## config.mk

```make
export PLATFORM = sky130hd
export DESIGN_NAME = expression_token_lexer_top
export DESIGN_NICKNAME = d
export VERILOG_FILES = /design/src/design/etl_pkg.sv /design/src/design/expression_token_lexer_top.sv /design/src/design/etl_lexer.sv /design/src/design/etl_tok_fifo.sv
export SDC_FILE = /design/constraint.sdc
export NUM_CORES = 1
export LEC_CHECK = 0
export BUFFER_PORTS_ARGS = -buffer_cell sky130_fd_sc_hd__clkbuf_2
export CORE_MARGIN = 10
export CORE_UTILIZATION = 55
export CTS_BUF_LIST = sky130_fd_sc_hd__clkbuf_4 sky130_fd_sc_hd__clkbuf_8 sky130_fd_sc_hd__clkbuf_16
export CTS_CLUSTER_DIAMETER = 50
export DETAILED_ROUTE_END_ITERATION = 16
export GPL_ROUTABILITY_DRIVEN = 0
export PLACE_DENSITY = 0.73
export SETUP_SLACK_MARGIN = 0.5
export SLEW_MARGIN = 20
export SYNTH_ARGS = -nofsm -noshare
export SYNTH_HDL_FRONTEND = slang
export SYNTH_SLANG_ARGS = --single-unit
export TNS_END_PERCENT = 1
```

## constraint.sdc

```tcl
create_clock -name i_clk -period 5.5 [get_ports i_clk]
set_clock_uncertainty 0.1 [all_clocks]
set_input_delay 1.1 -clock i_clk [delete_from_list [all_inputs] [get_ports i_clk]]
set_output_delay 1.1 -clock i_clk [all_outputs]
set_load 0.02 [all_outputs]
```

## src/design/etl_pkg.sv

```systemverilog
package etl_pkg;

    localparam int NUMBER_BITS_DFLT = 31;
    localparam int CODE_BITS        = 5;
    localparam int VALUE_BITS       = 31;
    localparam int IN_TDATA_BITS    = 8;
    localparam int OUT_TDATA_BITS   = 40;
    localparam int OUT_PAD_BITS     = OUT_TDATA_BITS - CODE_BITS - VALUE_BITS - 1;
    localparam int TOK_FIFO_DEPTH   = 4;

    // characters with a meaning of their own
    localparam logic [7:0] CH_NUL   = 8'h00;
    localparam logic [7:0] CH_TAB   = 8'h09;
    localparam logic [7:0] CH_NL    = 8'h0A;
    localparam logic [7:0] CH_FF    = 8'h0C;
    localparam logic [7:0] CH_SPACE = 8'h20;
    localparam logic [7:0] CH_BANG  = 8'h21;
    localparam logic [7:0] CH_PCT   = 8'h25;
    localparam logic [7:0] CH_LPAR  = 8'h28;
    localparam logic [7:0] CH_RPAR  = 8'h29;
    localparam logic [7:0] CH_STAR  = 8'h2A;
    localparam logic [7:0] CH_PLUS  = 8'h2B;
    localparam logic [7:0] CH_MINUS = 8'h2D;
    localparam logic [7:0] CH_SLASH = 8'h2F;
    localparam logic [7:0] CH_ZERO  = 8'h30;
    localparam logic [7:0] CH_NINE  = 8'h39;
    localparam logic [7:0] CH_LT    = 8'h3C;
    localparam logic [7:0] CH_EQ    = 8'h3D;
    localparam logic [7:0] CH_GT    = 8'h3E;

    typedef enum logic [CODE_BITS-1:0] {
        TK_END    = 5'd0,
        TK_LP     = 5'd1,
        TK_RP     = 5'd2,
        TK_MINUS  = 5'd3,
        TK_PLUS   = 5'd4,
        TK_MUL    = 5'd5,
        TK_DIV    = 5'd6,
        TK_MOD    = 5'd7,
        TK_GT     = 5'd8,
        TK_GE     = 5'd9,
        TK_EQ     = 5'd10,
        TK_LT     = 5'd11,
        TK_LE     = 5'd12,
        TK_NE     = 5'd13,
        TK_NOT    = 5'd14,
        TK_NUMBER = 5'd15,
        TK_JUNK   = 5'd16
    } t_tok_code;

    // first character of a possible two-character operator
    typedef enum logic [2:0] {
        PEND_NONE = 3'd0,
        PEND_GT   = 3'd1,
        PEND_EQ   = 3'd2,
        PEND_LT   = 3'd3,
        PEND_BANG = 3'd4
    } t_pend;

    typedef struct packed {
        t_tok_code              code;
        logic [VALUE_BITS-1:0]  value;
        logic                   ovf;
        logic                   last;
    } t_token;

    // up to two tokens written to the output buffer in one cycle
    typedef struct packed {
        logic [1:0] count;
        t_token     tok0;
        t_token     tok1;
    } t_push;

    function automatic t_token mk_tok(t_tok_code code, logic [VALUE_BITS-1:0] value,
                                      logic ovf);
        t_token t;
        t.code  = code;
        t.value = value;
        t.ovf   = ovf;
        t.last  = 1'b0;
        return t;
    endfunction

endpackage

```

## src/design/expression_token_lexer_top.sv

```systemverilog
// Expression lexer: text bytes in, tokens out.
// Slave channel: one text byte per request on i_s_tdata; a zero byte ends
// the text, emits the end token and returns the lexer to its reset state.
// Master channel: one token per request. o_m_tdata carries code, number
// value and overflow flag; o_m_tlast marks the final token caused by a byte.
// A byte yields zero, one or two tokens (two when it closes a pending
// operator or number and also forms a token of its own).
// Path: an accepted byte passes the input register, then the lexer step that
// writes the token buffer, before its first token can be taken.
// Throughput: one byte per cycle while each byte yields at most one token
// and i_m_tready is high; a two-token byte sends its tokens one by one
// through the single output port that drains the four-entry token buffer.
// Backpressure: when i_m_tready is low the buffer fills, the input register
// holds its byte and o_s_tready drops; nothing is lost or reordered.
// Reset (synchronous, active low) empties the buffer and clears lexer state.
module expression_token_lexer_top #(
    parameter int NUMBER_BITS = etl_pkg::NUMBER_BITS_DFLT
) (
    input  logic                               i_clk,
    input  logic                               i_rst_n,
    input  logic                               i_s_tvalid,
    output logic                               o_s_tready,
    input  logic [etl_pkg::IN_TDATA_BITS-1:0]  i_s_tdata,   // [7:0] text_byte
    output logic                               o_m_tvalid,
    input  logic                               i_m_tready,
    output logic [etl_pkg::OUT_TDATA_BITS-1:0] o_m_tdata,   // [4:0] token_code,
                                                            // [35:5] number_value,
                                                            // [36] number_overflow,
                                                            // [39:37] zero
    output logic                               o_m_tlast    // last_of_run
);
    import etl_pkg::*;

    logic                     r_in_valid;
    logic [IN_TDATA_BITS-1:0] r_in_byte;
    logic                     w_room;
    logic                     w_step;
    t_push                    w_push;
    t_token                   w_tok;

    assign w_step     = r_in_valid && w_room;
    assign o_s_tready = !r_in_valid || w_step;

    always_ff @(posedge i_clk) begin
        if (!i_rst_n) begin
            r_in_valid <= 1'b0;
        end else if (o_s_tready) begin
            r_in_valid <= i_s_tvalid;
        end
    end

    always_ff @(posedge i_clk) begin
        if (o_s_tready && i_s_tvalid) begin
            r_in_byte <= i_s_tdata;
        end
    end

    etl_lexer #(
        .NUMBER_BITS(NUMBER_BITS)
    ) u_lexer (
        .i_clk   (i_clk),
        .i_rst_n (i_rst_n),
        .i_step  (w_step),
        .i_byte  (r_in_byte),
        .o_push  (w_push)
    );

    etl_tok_fifo u_fifo (
        .i_clk       (i_clk),
        .i_rst_n     (i_rst_n),
        .i_push      (w_push),
        .o_room      (w_room),
        .o_tok       (w_tok),
        .o_valid     (o_m_tvalid),
        .i_pop_ready (i_m_tready)
    );

    assign o_m_tdata = {{OUT_PAD_BITS{1'b0}}, w_tok.ovf, w_tok.value, w_tok.code};
    assign o_m_tlast = w_tok.last;

endmodule

```

## src/design/etl_lexer.sv

```systemverilog
module etl_lexer #(
    parameter int NUMBER_BITS = etl_pkg::NUMBER_BITS_DFLT
) (
    input  logic                             i_clk,
    input  logic                             i_rst_n,
    input  logic                             i_step,
    input  logic [etl_pkg::IN_TDATA_BITS-1:0] i_byte,
    output etl_pkg::t_push                   o_push
);
    import etl_pkg::*;

    localparam logic [NUMBER_BITS-1:0] NUM_MAX = {NUMBER_BITS{1'b1}};

    t_pend                  r_pend, n_pend;
    logic                   r_num_act, n_num_act;
    logic [NUMBER_BITS-1:0] r_acc, n_acc;
    logic                   r_sat, n_sat;

    logic                              w_digit;
    logic [NUMBER_BITS+3:0]            w_acc_ext;
    logic [NUMBER_BITS+3:0]            w_prod;
    logic [NUMBER_BITS+VALUE_BITS-1:0] w_val_ext;
    logic                              w_hit;
    t_tok_code                         w_two;
    logic                              w_run_norm;
    logic                              w_pre_has, w_norm_has;
    t_token                            w_pre_tok, w_norm_tok;
    logic [1:0]                        w_cnt;

    function automatic t_tok_code single_of(t_pend p);
        t_tok_code c;
        unique case (p)
            PEND_GT: c = TK_GT;
            PEND_EQ: c = TK_EQ;
            PEND_LT: c = TK_LT;
            default: c = TK_NOT;
        endcase
        return c;
    endfunction

    assign w_digit   = (i_byte >= CH_ZERO) && (i_byte <= CH_NINE);
    assign w_acc_ext = {4'b0000, r_acc};
    // acc * 10 + digit; fits when the top four bits stay clear
    assign w_prod    = (w_acc_ext << 3) + (w_acc_ext << 1)
                     + {{NUMBER_BITS{1'b0}}, i_byte[3:0]};
    assign w_val_ext = {{VALUE_BITS{1'b0}}, r_acc};

    always_comb begin
        n_pend     = r_pend;
        n_num_act  = r_num_act;
        n_acc      = r_acc;
        n_sat      = r_sat;
        w_hit      = 1'b0;
        w_two      = TK_END;
        w_run_norm = 1'b1;
        w_pre_has  = 1'b0;
        w_pre_tok  = mk_tok(TK_END, '0, 1'b0);
        w_norm_has = 1'b0;
        w_norm_tok = mk_tok(TK_END, '0, 1'b0);

        if (r_pend != PEND_NONE) begin
            n_pend = PEND_NONE;
            if (i_byte == CH_EQ) begin
                w_hit = 1'b1;
                unique case (r_pend)
                    PEND_GT: w_two = TK_GE;
                    PEND_EQ: w_two = TK_EQ;
                    PEND_LT: w_two = TK_LE;
                    default: w_two = TK_NE;
                endcase
            end else if (i_byte == CH_GT && r_pend == PEND_LT) begin
                w_hit = 1'b1;
                w_two = TK_NE;
            end
            w_pre_has = 1'b1;
            if (w_hit) begin
                w_pre_tok  = mk_tok(w_two, '0, 1'b0);
                w_run_norm = 1'b0;
            end else begin
                w_pre_tok = mk_tok(single_of(r_pend), '0, 1'b0);
            end
        end else if (r_num_act) begin
            if (w_digit) begin
                w_run_norm = 1'b0;
                if (!r_sat && w_prod[NUMBER_BITS+3:NUMBER_BITS] == 4'b0000) begin
                    n_acc = w_prod[NUMBER_BITS-1:0];
                end else begin
                    n_acc = NUM_MAX;
                    n_sat = 1'b1;
                end
            end else begin
                w_pre_has = 1'b1;
                w_pre_tok = mk_tok(TK_NUMBER, w_val_ext[VALUE_BITS-1:0], r_sat);
                n_num_act = 1'b0;
                n_acc     = '0;
                n_sat     = 1'b0;
            end
        end

        if (w_run_norm) begin
            unique case (i_byte) inside
                CH_NUL: begin
                    w_norm_has = 1'b1;
                    w_norm_tok = mk_tok(TK_END, '0, 1'b0);
                    n_pend     = PEND_NONE;
                    n_num_act  = 1'b0;
                    n_acc      = '0;
                    n_sat      = 1'b0;
                end
                CH_LPAR: begin
                    w_norm_has = 1'b1;
                    w_norm_tok = mk_tok(TK_LP, '0, 1'b0);
                end
                CH_RPAR: begin
                    w_norm_has = 1'b1;
                    w_norm_tok = mk_tok(TK_RP, '0, 1'b0);
                end
                CH_MINUS: begin
                    w_norm_has = 1'b1;
                    w_norm_tok = mk_tok(TK_MINUS, '0, 1'b0);
                end
                CH_PLUS: begin
                    w_norm_has = 1'b1;
                    w_norm_tok = mk_tok(TK_PLUS, '0, 1'b0);
                end
                CH_STAR: begin
                    w_norm_has = 1'b1;
                    w_norm_tok = mk_tok(TK_MUL, '0, 1'b0);
                end
                CH_SLASH: begin
                    w_norm_has = 1'b1;
                    w_norm_tok = mk_tok(TK_DIV, '0, 1'b0);
                end
                CH_PCT: begin
                    w_norm_has = 1'b1;
                    w_norm_tok = mk_tok(TK_MOD, '0, 1'b0);
                end
                CH_GT:   n_pend = PEND_GT;
                CH_EQ:   n_pend = PEND_EQ;
                CH_LT:   n_pend = PEND_LT;
                CH_BANG: n_pend = PEND_BANG;
                CH_SPACE, CH_TAB, CH_NL, CH_FF: begin
                end
                [CH_ZERO:CH_NINE]: begin
                    n_num_act = 1'b1;
                    n_acc     = {{(NUMBER_BITS-4){1'b0}}, i_byte[3:0]};
                    n_sat     = 1'b0;
                end
                default: begin
                    w_norm_has = 1'b1;
                    w_norm_tok = mk_tok(TK_JUNK, '0, 1'b0);
                end
            endcase
        end
    end

    always_comb begin
        w_cnt = {1'b0, w_pre_has} + {1'b0, w_norm_has};
        o_push.count = i_step ? w_cnt : 2'd0;
        if (w_pre_has) begin
            o_push.tok0      = w_pre_tok;
            o_push.tok0.last = !w_norm_has;
        end else begin
            o_push.tok0      = w_norm_tok;
            o_push.tok0.last = 1'b1;
        end
        o_push.tok1      = w_norm_tok;
        o_push.tok1.last = 1'b1;
    end

    always_ff @(posedge i_clk) begin
        if (!i_rst_n) begin
            r_pend    <= PEND_NONE;
            r_num_act <= 1'b0;
            r_acc     <= '0;
            r_sat     <= 1'b0;
        end else if (i_step) begin
            r_pend    <= n_pend;
            r_num_act <= n_num_act;
            r_acc     <= n_acc;
            r_sat     <= n_sat;
        end
    end

    a_pend_num_excl: assert property (@(posedge i_clk) disable iff (!i_rst_n)
        !(r_pend != PEND_NONE && r_num_act))
        else $error("pending operator and open number at once");

    a_end_clears: assert property (@(posedge i_clk) disable iff (!i_rst_n)
        (i_step && i_byte == CH_NUL) |=>
            (r_pend == PEND_NONE && !r_num_act && r_acc == '0 && !r_sat))
        else $error("end of text left lexer state behind");

    a_sat_max: assert property (@(posedge i_clk) disable iff (!i_rst_n)
        r_sat |-> (r_acc == NUM_MAX))
        else $error("saturated accumulator not at maximum");

    a_pair_last: assert property (@(posedge i_clk) disable iff (!i_rst_n)
        (o_push.count == 2'd2) |-> (!o_push.tok0.last && o_push.tok1.last))
        else $error("last flag misplaced in token pair");

endmodule

```

## src/design/etl_tok_fifo.sv

```systemverilog
module etl_tok_fifo (
    input  logic            i_clk,
    input  logic            i_rst_n,
    input  etl_pkg::t_push  i_push,
    output logic            o_room,
    output etl_pkg::t_token o_tok,
    output logic            o_valid,
    input  logic            i_pop_ready
);
    import etl_pkg::*;

    localparam int TW = $clog2(TOK_FIFO_DEPTH);

    t_token        r_mem [TOK_FIFO_DEPTH];
    logic [TW-1:0] r_head, r_tail;
    logic [TW:0]   r_count, n_count;
    logic          w_pop;

    assign o_valid = (r_count != '0);
    assign w_pop   = o_valid && i_pop_ready;
    assign o_tok   = r_mem[r_head];
    // room for a full pair of tokens
    assign o_room  = (r_count <= (TW+1)'(TOK_FIFO_DEPTH - 2));
    assign n_count = r_count + (TW+1)'(i_push.count) - (TW+1)'(w_pop);

    always_ff @(posedge i_clk) begin
        if (i_push.count != 2'd0) begin
            r_mem[r_tail] <= i_push.tok0;
        end
        if (i_push.count == 2'd2) begin
            r_mem[r_tail + 1'b1] <= i_push.tok1;
        end
    end

    always_ff @(posedge i_clk) begin
        if (!i_rst_n) begin
            r_head  <= '0;
            r_tail  <= '0;
            r_count <= '0;
        end else begin
            r_tail  <= r_tail + TW'(i_push.count);
            r_head  <= r_head + TW'(w_pop);
            r_count <= n_count;
        end
    end

    a_no_overfill: assert property (@(posedge i_clk) disable iff (!i_rst_n)
        r_count <= (TW+1)'(TOK_FIFO_DEPTH))
        else $error("token buffer overfilled");

    a_push_room: assert property (@(posedge i_clk) disable iff (!i_rst_n)
        (i_push.count != 2'd0) |-> o_room)
        else $error("tokens written without room");

    a_pop_only: assert property (@(posedge i_clk) disable iff (!i_rst_n)
        (w_pop && i_push.count == 2'd0) |=> (r_count == $past(r_count) - 1'b1))
        else $error("token count off after read");

endmodule
```

==> impl_results.md, run 1 <==
* Outcome: completed
* Peak Freq at 216 MHz
* Setup Total Neg Slack at 0 ns
* Adder-Cell Fraction of Synth Area at 0.0844
* WP data arrival at 4.92 ns
* Peak supply drop at 205 uV
* Number of vias per cell at 6.40
* Diodes inserted at 0
* RR Endpoint: u_lexer.r_acc[15]
* Critical Path Most Common Cell: ha_1
* Slew HR at 0.275
* Area growth from synthesis to layout at 11.7%
* Core Area at 0.0189 sq mm
* Clk_lat worst skew at 0.52 ns
* Compound-Gate Fraction of Synth Area at 0.217
* Fin nets at 1197
* Via Count at 8930
* Post-DR wirelength/cell at 19.7 um
* CP max stage delay at 0.60 ns
* Synth top area share at 0.338
* DRT iter0 DRCs at 788
* Hold_sp: u_fifo.r_mem[1][8]
* Port Buffer Count at 51
* Crit-path max FO at 20
* Setup slack, reg-to-reg at 0.87 ns
* Total GRT Usage at 0.207
* CP Launch Point: r_in_byte[2]
* Worst r2r src: r_in_byte[2]
* Residual DRC count at 0
* Fin util at 0.629
* Register area at 0.00433 sq mm
* Largest net degree at the start of global routing at 109
* Max-Cap Viols at 0
* Crit path cell chain: ha_1 -> ha_1 -> fa_1 -> a21oi_1 -> o21ai_1 -> o21ba_1 -> a22o_4 -> a211oi_1 -> nor3_1 -> or4_1 -> o21a_1 -> a221o_1
* Initial Utilization at 0.564
* PostCTS Resize Cnt at 0
* Hold path depth at 2
* Antenna violations before repair at 0
* Yosys Warn Count at 0
* Mapped Area at 0.0106 sq mm
* RSZ-0062 raised after global routing: no
* CTS clk-pin slew, worst paths at 0.06 ns
* Fillers at 1532
* Dpl hpwl at 18400 um
* Leak at 0.00479 uW
* R2R cell count at 12
* Ys flop type: dfxtp_1
* Final setup vio count at 0
* Worst path slowest cell: or4_1
* Total CTS buffers at 26
* Worst path required time at 5.80 ns
* Max Slew Vio Count at 0
* Critical Path Start Type: flop
* Die height at 159 um
* Area contributors post-synth: dfxtp_1 (34%), mux4_2 (8.0%), ha_1 (7.9%), edfxtp_1 (6.8%), a32o_1 (6.0%)
* Clock sinks at 204
* Hold buffer count at CTS at 0
* Post-synthesis mux area share at 0.0832
* DIE AREA at 0.0253 sq mm
* Fraction of registers with async set or reset after synthesis at 0
* Post-Synth Simple-Gate Area at 0.142
* Period minus WS final at 4.63 ns
* Area leader, netlist: dfxtp_1
* Syn_area_per_cell at 9.63 sq um
* Netlist cell types at 64
* Post-CTS setup buffers at 0
* Worst hold path class: reg -> reg
* # rows at 50
* Post-synthesis sequential area ratio at 0.406
* Ports at 55
* GRT overflow at 0
* WL final at 27500 um
* Share of layout cells above drive strength 1 at 0.154
* Critical path type: reg -> reg
* Final Hold Viols at 0
* Cells after synthesis at 1106
* Vias in the first global route at 8525
* Max Root-Sink Buffers at 3
* Synth Register Bits at 204
* Clk Tree Root Cell: clkbuf_16
* First-pass GRT wire length at 44700 um
* Fin crit share at 0.841
* Crit. End Element: flop
* Antenna Nets Post-Route at 0
* Die X at 159 um
* Number of flops mapped to enable cells by yosys at 24
* Largest family of logic cells by synthesized area: compound AO/OA/AOI/OAI gates
* DRT Pass-1 Iters at 7
* CTS tree: yes
* WHS Endpoint: u_fifo.r_mem[1][8]
* Area of the multi-input gates at 0.00593 sq mm
* # H-tree levels at 1
* Synth Area in XOR/XNOR at 0.0263
* Slew @ Worst Pin at 1.09 ns
* P per Cell Area at 314 mW/mm^2
logic make-up after synthesis:
group | after synthesis
AOI/OAI and AO/OA | 326
and+or+nand+nor | 325
DFF | 204
buffers and inverters | 107
adders and majority gates | 70
muxes | 41
xor gates and xnor gates | 32
other | 1
worst max path at each step:
stage | to | depth (start not counted)
after detailed placement | u_lexer.r_acc[13] | 12
after global routing | u_fifo.r_mem[2][0] | 14
after CTS | u_lexer.r_acc[15] | 12
after floorplan | u_lexer.r_acc[12] | 13
after global placement | u_lexer.r_acc[22] | 12
final | u_lexer.r_acc[15] | 12
report_power, final:
part	internal [uW]	switching (uW)	leakage [uW]
logic	200	252	0.00270
registers	1560	98.8	0.00166
clock network	965	652	0.000430
total	2720	1000	0.00479
area by class of cell:
class | count | share of cell area
clock buffers | 34 | 0.0623
clock inverters | 14 | 0.00874
inverters | 18 | 0.00568
multi-input cells | 797 | 0.499
flip-flops and latches | 204 | 0.364
well taps | 260 | 0.0274
repair buffers | 68 | 0.0328
placed cells by master, fill, tap and decap left out, types with 9 or more instances in the layout:
| cell type | netlist | layout |
|---|---|---|
| nand4_1 | 9 | 9 |
| a221o_1 | 19 | 19 |
| o21a_1 | 10 | 10 |
| ha_1 | 67 | 67 |
| and2_1 | 13 | 13 |
| clkbuf_2 | 0 | 51 |
| dfxtp_1 | 180 | 178 |
| buf_4 | 3 | 16 |
| o21ai_0 | 30 | 30 |
| nor2_1 | 44 | 38 |
| edfxtp_1 | 24 | 24 |
| nand2_1 | 122 | 122 |
| a21oi_1 | 109 | 109 |
| a21o_1 | 15 | 15 |
| o22ai_1 | 14 | 14 |
| nand3_1 | 82 | 82 |
| xnor2_1 | 17 | 17 |
| xor2_1 | 15 | 15 |
| mux4_2 | 38 | 38 |
| nor3_1 | 18 | 15 |
| clkbuf_16 | 0 | 27 |
| inv_1 | 18 | 18 |
| a32o_1 | 64 | 64 |
registers in the layout, summed over array words and instances, names as in the netlist:
| name | count |
|---|---|
| r_in_byte | 8 |
| r_in_valid | 1 |
| u_lexer.r_num_act | 1 |
| u_fifo.r_mem | 152 |
| u_lexer.r_acc | 31 |
| u_fifo.r_tail | 2 |
| u_lexer.r_pend | 3 |
| u_fifo.r_count | 3 |
| u_lexer.r_sat | 1 |
| u_fifo.r_head | 2 |
cells in the mapped netlist, types with 19 or more instances:
cell type,count
clkbuf_1,76
ha_1,67
nand3_1,82
a32o_1,64
dfxtp_1,180
nand2_1,122
mux4_2,38
edfxtp_1,24
a221o_1,19
nor2_1,44
o21ai_0,30
a21oi_1,109
metrics by stage:
| stage | instance area, sq um | cells | setup WS, ns | total power, uW | hold WS [ns] |
|---|---|---|---|---|---|
| 2_1_floorplan | 10700 | 1108 | 1.50 | 2010 | 0.331 |
| 3_5_place_dp | 11000 | 1346 | 0.887 | 2140 | 0.346 |
| 6_report | 11900 | 1395 | 0.872 | 3730 | 0.353 |
| 4_1_cts | 11900 | 1394 | 0.869 | 3750 | 0.353 |
| 3_3_place_gp | 11000 | 1346 | 0.981 | 2130 | 0.338 |
| 5_1_grt | 11900 | 1395 | 0.584 | 3870 | 0.372 |
critical path: cells and delay by family (launching register included):
family,cells,cell delay [ns]
simple gates,2,0.67
compound gates,7,2.17
flops,1,0.56
fa+ha+maj,3,1.00
layer usage:
layer,GRT usage,share of wire
met1,0.286,0.45
met2,0.334,0.46
met3,0.0292,0.078
met4,0.0510,0.015
met5,0,0
No activity file was read; power rests on OpenSTA's default activity.
==> run 2, diff against run 1 <==
--- a/config.mk
+++ b/config.mk
@@ -5,6 +5,7 @@
 export SDC_FILE = /design/constraint.sdc
 export NUM_CORES = 1
 export LEC_CHECK = 0
+export ABC_AREA = 1
 export BUFFER_PORTS_ARGS = -buffer_cell sky130_fd_sc_hd__clkbuf_2
 export CORE_MARGIN = 10
 export CORE_UTILIZATION = 55
==> constraint.sdc (replaced) <==
create_clock -name i_clk -period 4.7 [get_ports i_clk]
set_clock_uncertainty 0.1 [all_clocks]
set_input_delay 0.94 -clock i_clk [delete_from_list [all_inputs] [get_ports i_clk]]
set_output_delay 0.94 -clock i_clk [all_outputs]
set_load 0.02 [all_outputs]
==> run 2 against run 1 <==
Against the previous run:
- cell area up 7.5%
- highest routed layer unchanged
- via count rose by 24%
- non-clock buffer count decreased by 6
- total power is 69% higher
- combinational power grew to 4.5 times the previous value
==> impl_results.md, run 2 <==
* Outcome: completed
* Largest net degree at the start of global routing at 78
* Final setup vio count at 0
* Dpl hpwl at 21100 um
* GR Util met2 at 0.358
* Met3 usage at 0.0310
* Regs by FF count: u_fifo.r_mem (152), u_lexer.r_acc (31), r_in_byte (8)
* Max-Cap Viols at 0
* Fin nets at 1732
* Sw Share at 0.366
* Crit path max-delay family: buffers and inverters
* # rows at 53
* Area leader, netlist: dfxtp_1
* First-pass GRT wire length at 52400 um
* Crit-path max FO at 40
* Fin crit share at 0.852
* Hold_sp: u_fifo.r_mem[3][25]
* Gate power share at 0.320
* Syn_area_per_cell at 7.11 sq um
* R2R cell count at 15
* Int Pwr at 4000 uW
* Sequential Power Share at 0.393
* Cells after synthesis at 1648
* CTS tree: yes
* Netlist cell types at 49
* Leak at 0.00597 uW
* Number of vias per cell at 5.70
* CP max stage delay at 1.00 ns
* Core Area at 0.0210 sq mm
* Crit. End Element: output pin
* Total GRT Usage at 0.218
* Post-synthesis sequential area ratio at 0.369
* Worst path slowest cell: clkinv_1
* Diodes inserted at 0
* GRT overflow at 0
* Final Hold Viols at 0
* Synth Register Bits at 204
* Ports at 55
* Peak supply drop at 243 uV
* DRT Pass-1 Iters at 6
* Fin util at 0.610
* Max Slew Vio Count at 0
* Setup Total Neg Slack at 0 ns
* Count leader, synth: nand2_1
* Critical Path Start Type: flop
* Most frequent cells in the layout: nand2_1 (336), o21ai_0 (198), dfxtp_1 (179)
* RSZ-0062 raised after global routing: no
* CP bufs+invs at 3
* Slew HR at 0.254
* Fraction of registers with async set or reset after synthesis at 0
* Worst hold path class: reg -> reg
* DRT iter0 DRCs at 1201
* P per Cell Area at 494 mW/mm^2
* Clock share of power at 0.287
* Crit path cell chain: buf_4 -> clkinv_1 -> o21ai_0 -> o22ai_1 -> clkbuf_2
* Total CTS buffers at 24
* Post-synth top cells: nand2_1 (336), o21ai_0 (198), dfxtp_1 (180), a21oi_1 (171), nor2_1 (153)
* Antenna violations before repair at 0
* Synth top area share at 0.308
* Residual DRC count at 0
* Number of flops mapped to enable cells by yosys at 24
* CTS clk-pin slew, worst paths at 0.06 ns
* Post-DR wirelength/cell at 16.1 um
* Port Buffer Count at 51
* Max Root-Sink Buffers at 3
* Setup slack, reg-to-reg at 0.83 ns
* DP Worst Slack at 0.918 ns
* Period minus WS final at 4.00 ns
* DIE AREA at 0.0275 sq mm
* Levels on crit path at 5
* # H-tree levels at 1
* Die X at 166 um
* Clk Tree Root Cell: clkbuf_16
* Ys flop type: dfxtp_1
* Gr busiest metal: met2
* DP Area at 0.0120 sq mm
* Commonest non-fill, non-tap cell in the layout: nand2_1
* Via Count at 11100
* Post-CTS setup buffers at 0
* WP data arrival at 2.96 ns
* Max reg flops at 152
* CP Launch Point: u_fifo.r_head[1]
* Slew @ Worst Pin at 1.11 ns
* Hold path depth at 2
* Finished Cell Area at 0.0128 sq mm
* Clk_lat worst skew at 0.51 ns
* Initial Utilization at 0.559
* Net Sw Power at 2310 uW
* Area contributors post-synth: dfxtp_1 (31%), nand2_1 (11%), o21ai_0 (8.5%), a21oi_1 (7.3%), ha_1 (7.2%)
* Area growth from synthesis to layout at 9.16%
* Die height at 166 um
* Tot Pwr at 6310 uW
* Met1 GRT Util at 0.296
* Clock sinks at 204
* Peak Freq at 250 MHz
* Yosys Warn Count at 0
* Setup ws final at 0.696 ns
* WL final at 31300 um
* Worst r2r src: r_in_byte[7]
* Share of layout cells above drive strength 1 at 0.104
* Worst path required time at 3.66 ns
* Vias in the first global route at 10600
* Critical path type: reg -> out
* Antenna Nets Post-Route at 0
* Biggest register: u_fifo.r_mem
* Mapped Area at 0.0117 sq mm
run 2: cell types whose count changed after synthesis, moves of 38 or more:
| cell | delta |
|---|---|
| a21oi_1 | +62 |
| a32o_1 | -64 |
| inv_1 | +123 |
| mux4_2 | -38 |
| nand2_1 | +214 |
| nor2_1 | +109 |
| o21ai_0 | +168 |
| o22ai_1 | +40 |
run 2: repair_timing:
| action | in CTS | in global routing |
|---|---|---|
| setup endpoints to repair | 0 | 1 |
| hold buffers | 0 | 0 |
| endpoints found under the hold margin | 0 | 0 |
| gates resized for setup | 0 | 2 |
run 2: metrics by stage:
step | hold WS, ns | instances
after floorplan | 0.329 | 1650
after global placement | 0.339 | 1899
after detailed placement | 0.346 | 1899
after CTS | 0.361 | 1942
after global routing | 0.375 | 1942
final | 0.358 | 1942
run 2: power by group through the flow:
stage	registers, uW	clock network [uW]	logic [uW]
2_1_floorplan	2450	0	1460
3_3_place_gp	2490	0	1990
4_1_cts	2470	1820	2030
6_report	2480	1810	2020
5_1_grt	2530	1900	2270
3_5_place_dp	2500	0	2020
run 2: cell type report:
cell class	count	area, sq um
clock buffer	31	702
timing repair buffer	62	350
inverter	152	573
fill	1953	8170
multi-input combinational	1206	6410
sequential	204	4330
clock inverter	12	80.1
tap	275	344
run 2: final timing paths:
path                                             to
worst max register to register  u_fifo.r_mem[1][37]
worst max-delay path                   o_m_tdata[3]
worst min register to register  u_fifo.r_mem[3][25]
worst min-delay path            u_fifo.r_mem[3][25]
run 2: cell families after synthesis:
kind of cell	synth area share
AO/OA/AOI/OAI	0.215
XOR/XNOR	0.0157
adder cells (fa/ha/maj)	0.0767
buffers and inverters	0.0850
flip-flops	0.369
other	0.000320
AND/OR/NAND/NOR	0.238
run 2: tightest hold or removal path, delay by kind of cell (launching register included):
| kind | cells | cell delay [ns] |
|---|---|---|
| simple gates | 1 | 0.06 |
| compound gates | 1 | 0.05 |
| flops | 1 | 0.31 |
run 2: layer usage:
layer	share of wire	up-vias	wire [um]
li1	-	5527	-
met1	0.46	5133	14500
met2	0.45	371	14200
met3	0.071	36	2230
met4	0.014	0	448
met5	0	-	0
==> run 3, diff against run 2 <==
--- a/config.mk
+++ b/config.mk
@@ -11,9 +11,10 @@
 export CORE_UTILIZATION = 55
 export CTS_BUF_LIST = sky130_fd_sc_hd__clkbuf_4 sky130_fd_sc_hd__clkbuf_8 sky130_fd_sc_hd__clkbuf_16
 export CTS_CLUSTER_DIAMETER = 50
+export CTS_CLUSTER_SIZE = 25
 export DETAILED_ROUTE_END_ITERATION = 16
 export GPL_ROUTABILITY_DRIVEN = 0
-export PLACE_DENSITY = 0.73
+export PLACE_DENSITY = 0.75
 export SETUP_SLACK_MARGIN = 0.5
 export SLEW_MARGIN = 20
 export SYNTH_ARGS = -nofsm -noshare
==> constraint.sdc (replaced) <==
create_clock -name i_clk -period 3.4 [get_ports i_clk]
set_clock_uncertainty 0.1 [all_clocks]
set_input_delay 0.68 -clock i_clk [delete_from_list [all_inputs] [get_ports i_clk]]
set_output_delay 0.68 -clock i_clk [all_outputs]
set_load 0.02 [all_outputs]
==> run 3 against run 2 <==
Against the previous run:
- sequential share of layout area fell by 0.71 points
- global-route usage increased by 0.18 points
- die area unchanged
- non-clock buffer count grew 33
- largest power group unchanged
- via count grew 1.7%
- utilization rose by 1.4 points
- sequential power grew 39%
- routed wire length rose by 2.6%
- combinational power is 44% higher
==> impl_results.md, run 3 (same netlist as run 2, synthesis figures left out) <==
* Outcome: completed
* Hold path depth at 1
* Port Buffer Count at 51
* Non-filler cells, final at 1967
* Final Hold Viols at 0
* Residual DRC count at 0
* Period minus WS final at 3.02 ns
* Sequential Power Share at 0.405
* GRT overflow at 0
* R2R cell count at 16
* First-pass GRT wire length at 52500 um
* P per Cell Area at 648 mW/mm^2
* DP Worst Slack at 0.00258 ns
* DRT Pass-1 Iters at 6
* Final setup vio count at 0
* Via Count at 11300
* Slew @ Worst Pin at 0.882 ns
* Initial Utilization at 0.559
* Regs by FF count: u_fifo.r_mem (152), u_lexer.r_acc (31), r_in_byte (8)
* Biggest register: u_fifo.r_mem
* Die height at 166 um
* CTS tree: yes
* # H-tree levels at 1
* Dpl hpwl at 21500 um
* Clk Tree Root Cell: clkbuf_16
* Ports at 55
* Critical Path Start Type: flop
* Sw Share at 0.386
* Worst path required time at 2.62 ns
* Hold buffer count at CTS at 0
* Max-Cap Viols at 0
* WHS Endpoint: r_in_byte[2]
* WP data arrival at 2.24 ns
* DRT iter0 DRCs at 1107
* Clk_lat worst skew at 0.51 ns
* Fin nets at 1762
* Crit-path max FO at 77
* Diodes inserted at 0
* Most frequent cells in the layout: nand2_1 (332), o21ai_0 (196), dfxtp_1 (172)
* Critical path type: reg -> out
* Total GRT Usage at 0.220
* Area growth from synthesis to layout at 11.7%
* Setup ws final at 0.384 ns
* Crit. End Element: output pin
* Die X at 166 um
* Largest net degree at the start of global routing at 78
* Crit path cell chain: buf_4 -> o21ai_0 -> o22ai_1 -> clkbuf_2
* # rows at 53
* CP bufs+invs at 2
* WL final at 32100 um
* Inst Count DP at 1914
* Clock sinks at 204
* Post-DR wirelength/cell at 16.3 um
* RR Endpoint: u_fifo.r_mem[3][37]
* Total CTS buffers at 18
* Commonest non-fill, non-tap cell in the layout: nand2_1
* CP max stage delay at 0.60 ns
* Leak at 0.00603 uW
* Number of vias per cell at 5.72
* Peak supply drop at 345 uV
* CTS clk-pin slew, worst paths at 0.07 ns
* Gate power share at 0.342
* DIE AREA at 0.0275 sq mm
* Max Root-Sink Buffers at 3
* Max reg flops at 152
* Clock share of power at 0.252
* RSZ-0062 raised after global routing: yes
* Share of layout cells above drive strength 1 at 0.139
* Antenna Nets Post-Route at 0
* Core Area at 0.0210 sq mm
* Net Sw Power at 3280 uW
* Worst hold path class: in -> reg
* Worst r2r src: r_in_byte[1]
* Crit path max-delay family: buffers and inverters
* Max Slew Vio Count at 0
* Setup Total Neg Slack at 0 ns
* Peak Freq at 332 MHz
* Vias in the first global route at 10500
* Int Pwr at 5200 uW
* Worst path slowest cell: buf_4
* Setup slack, reg-to-reg at 0.41 ns
* Fin crit share at 0.887
* Antenna violations before repair at 0
* Slew HR at 0.411
* Hold_sp: i_s_tdata[2]
-- run 3: worst register-to-register path, delay by kind of cell, from the launching register on --
family | cells | cell delay (ns)
AND/OR/NAND/NOR | 7 | 0.84
buffers and inverters | 5 | 0.73
flip-flops | 1 | 0.43
AO/OA/AOI/OAI | 3 | 0.34
adder cells (fa/ha/maj) | 1 | 0.29
-- run 3: how the worst max path moves through the flow --
stage / start / endpoint / cells after the start
after global routing: r_in_byte[1] / u_fifo.r_count[2] / 18
final: u_fifo.r_head[0] / o_m_tdata[12] / 4
after CTS: u_fifo.r_head[0] / o_m_tdata[5] / 5
after floorplan: r_in_byte[6] / u_fifo.r_count[2] / 18
after global placement: r_in_byte[6] / u_fifo.r_mem[0][35] / 13
after detailed placement: r_in_byte[6] / u_fifo.r_mem[0][6] / 14
-- run 3: power by group through the flow --
stage	clock network, uW	logic (uW)	registers (uW)
6_report	2140	2900	3440
5_1_grt	2250	3230	3510
4_1_cts	2150	2900	3420
3_5_place_dp	0	2840	3460
3_3_place_gp	0	2770	3450
2_1_floorplan	0	2020	3380
-- run 3: routing by layer --
| metal | up-vias | routed length [um] | part of all wire | track usage |
|---|---|---|---|---|
| met5 | - | 0 | 0 | 0 |
| met4 | 0 | 774 | 0.024 | 0.0728 |
| met3 | 56 | 1970 | 0.061 | 0.0239 |
| met2 | 374 | 14800 | 0.46 | 0.360 |
| met1 | 5234 | 14500 | 0.45 | 0.295 |
| li1 | 5596 | - | - | - |
-- run 3: cell type report --
class | instances | area [sq um]
clock inverter | 13 | 149
fill | 1898 | 7870
inverter | 152 | 578
sequential | 204 | 4330
multi-input combinational | 1209 | 6570
tap | 275 | 344
timing repair buffer | 95 | 634
clock buffer | 19 | 475
-- run 3: per-stage QoR --
step / utilization / total power, uW / hold slack [ns] / area, sq um
after global routing: 0.624 / 8990 / 0.255 / 13100
after floorplan: - / 5400 / 0.329 / 11800
after CTS: 0.623 / 8480 / 0.255 / 13000
after global placement: 0.581 / 6230 / 0.339 / 12200
final: 0.624 / 8480 / 0.260 / 13100
after detailed placement: 0.581 / 6300 / 0.347 / 12200
-- run 3: timing repair --
action / in CTS / in global routing
pin swaps: 20 / 8
resized for setup: 30 / 15
setup endpoints to repair: 202 / 239
buffers inserted: 16 / 2
cloned: 3 / 0
hold endpoints to repair: 0 / 0
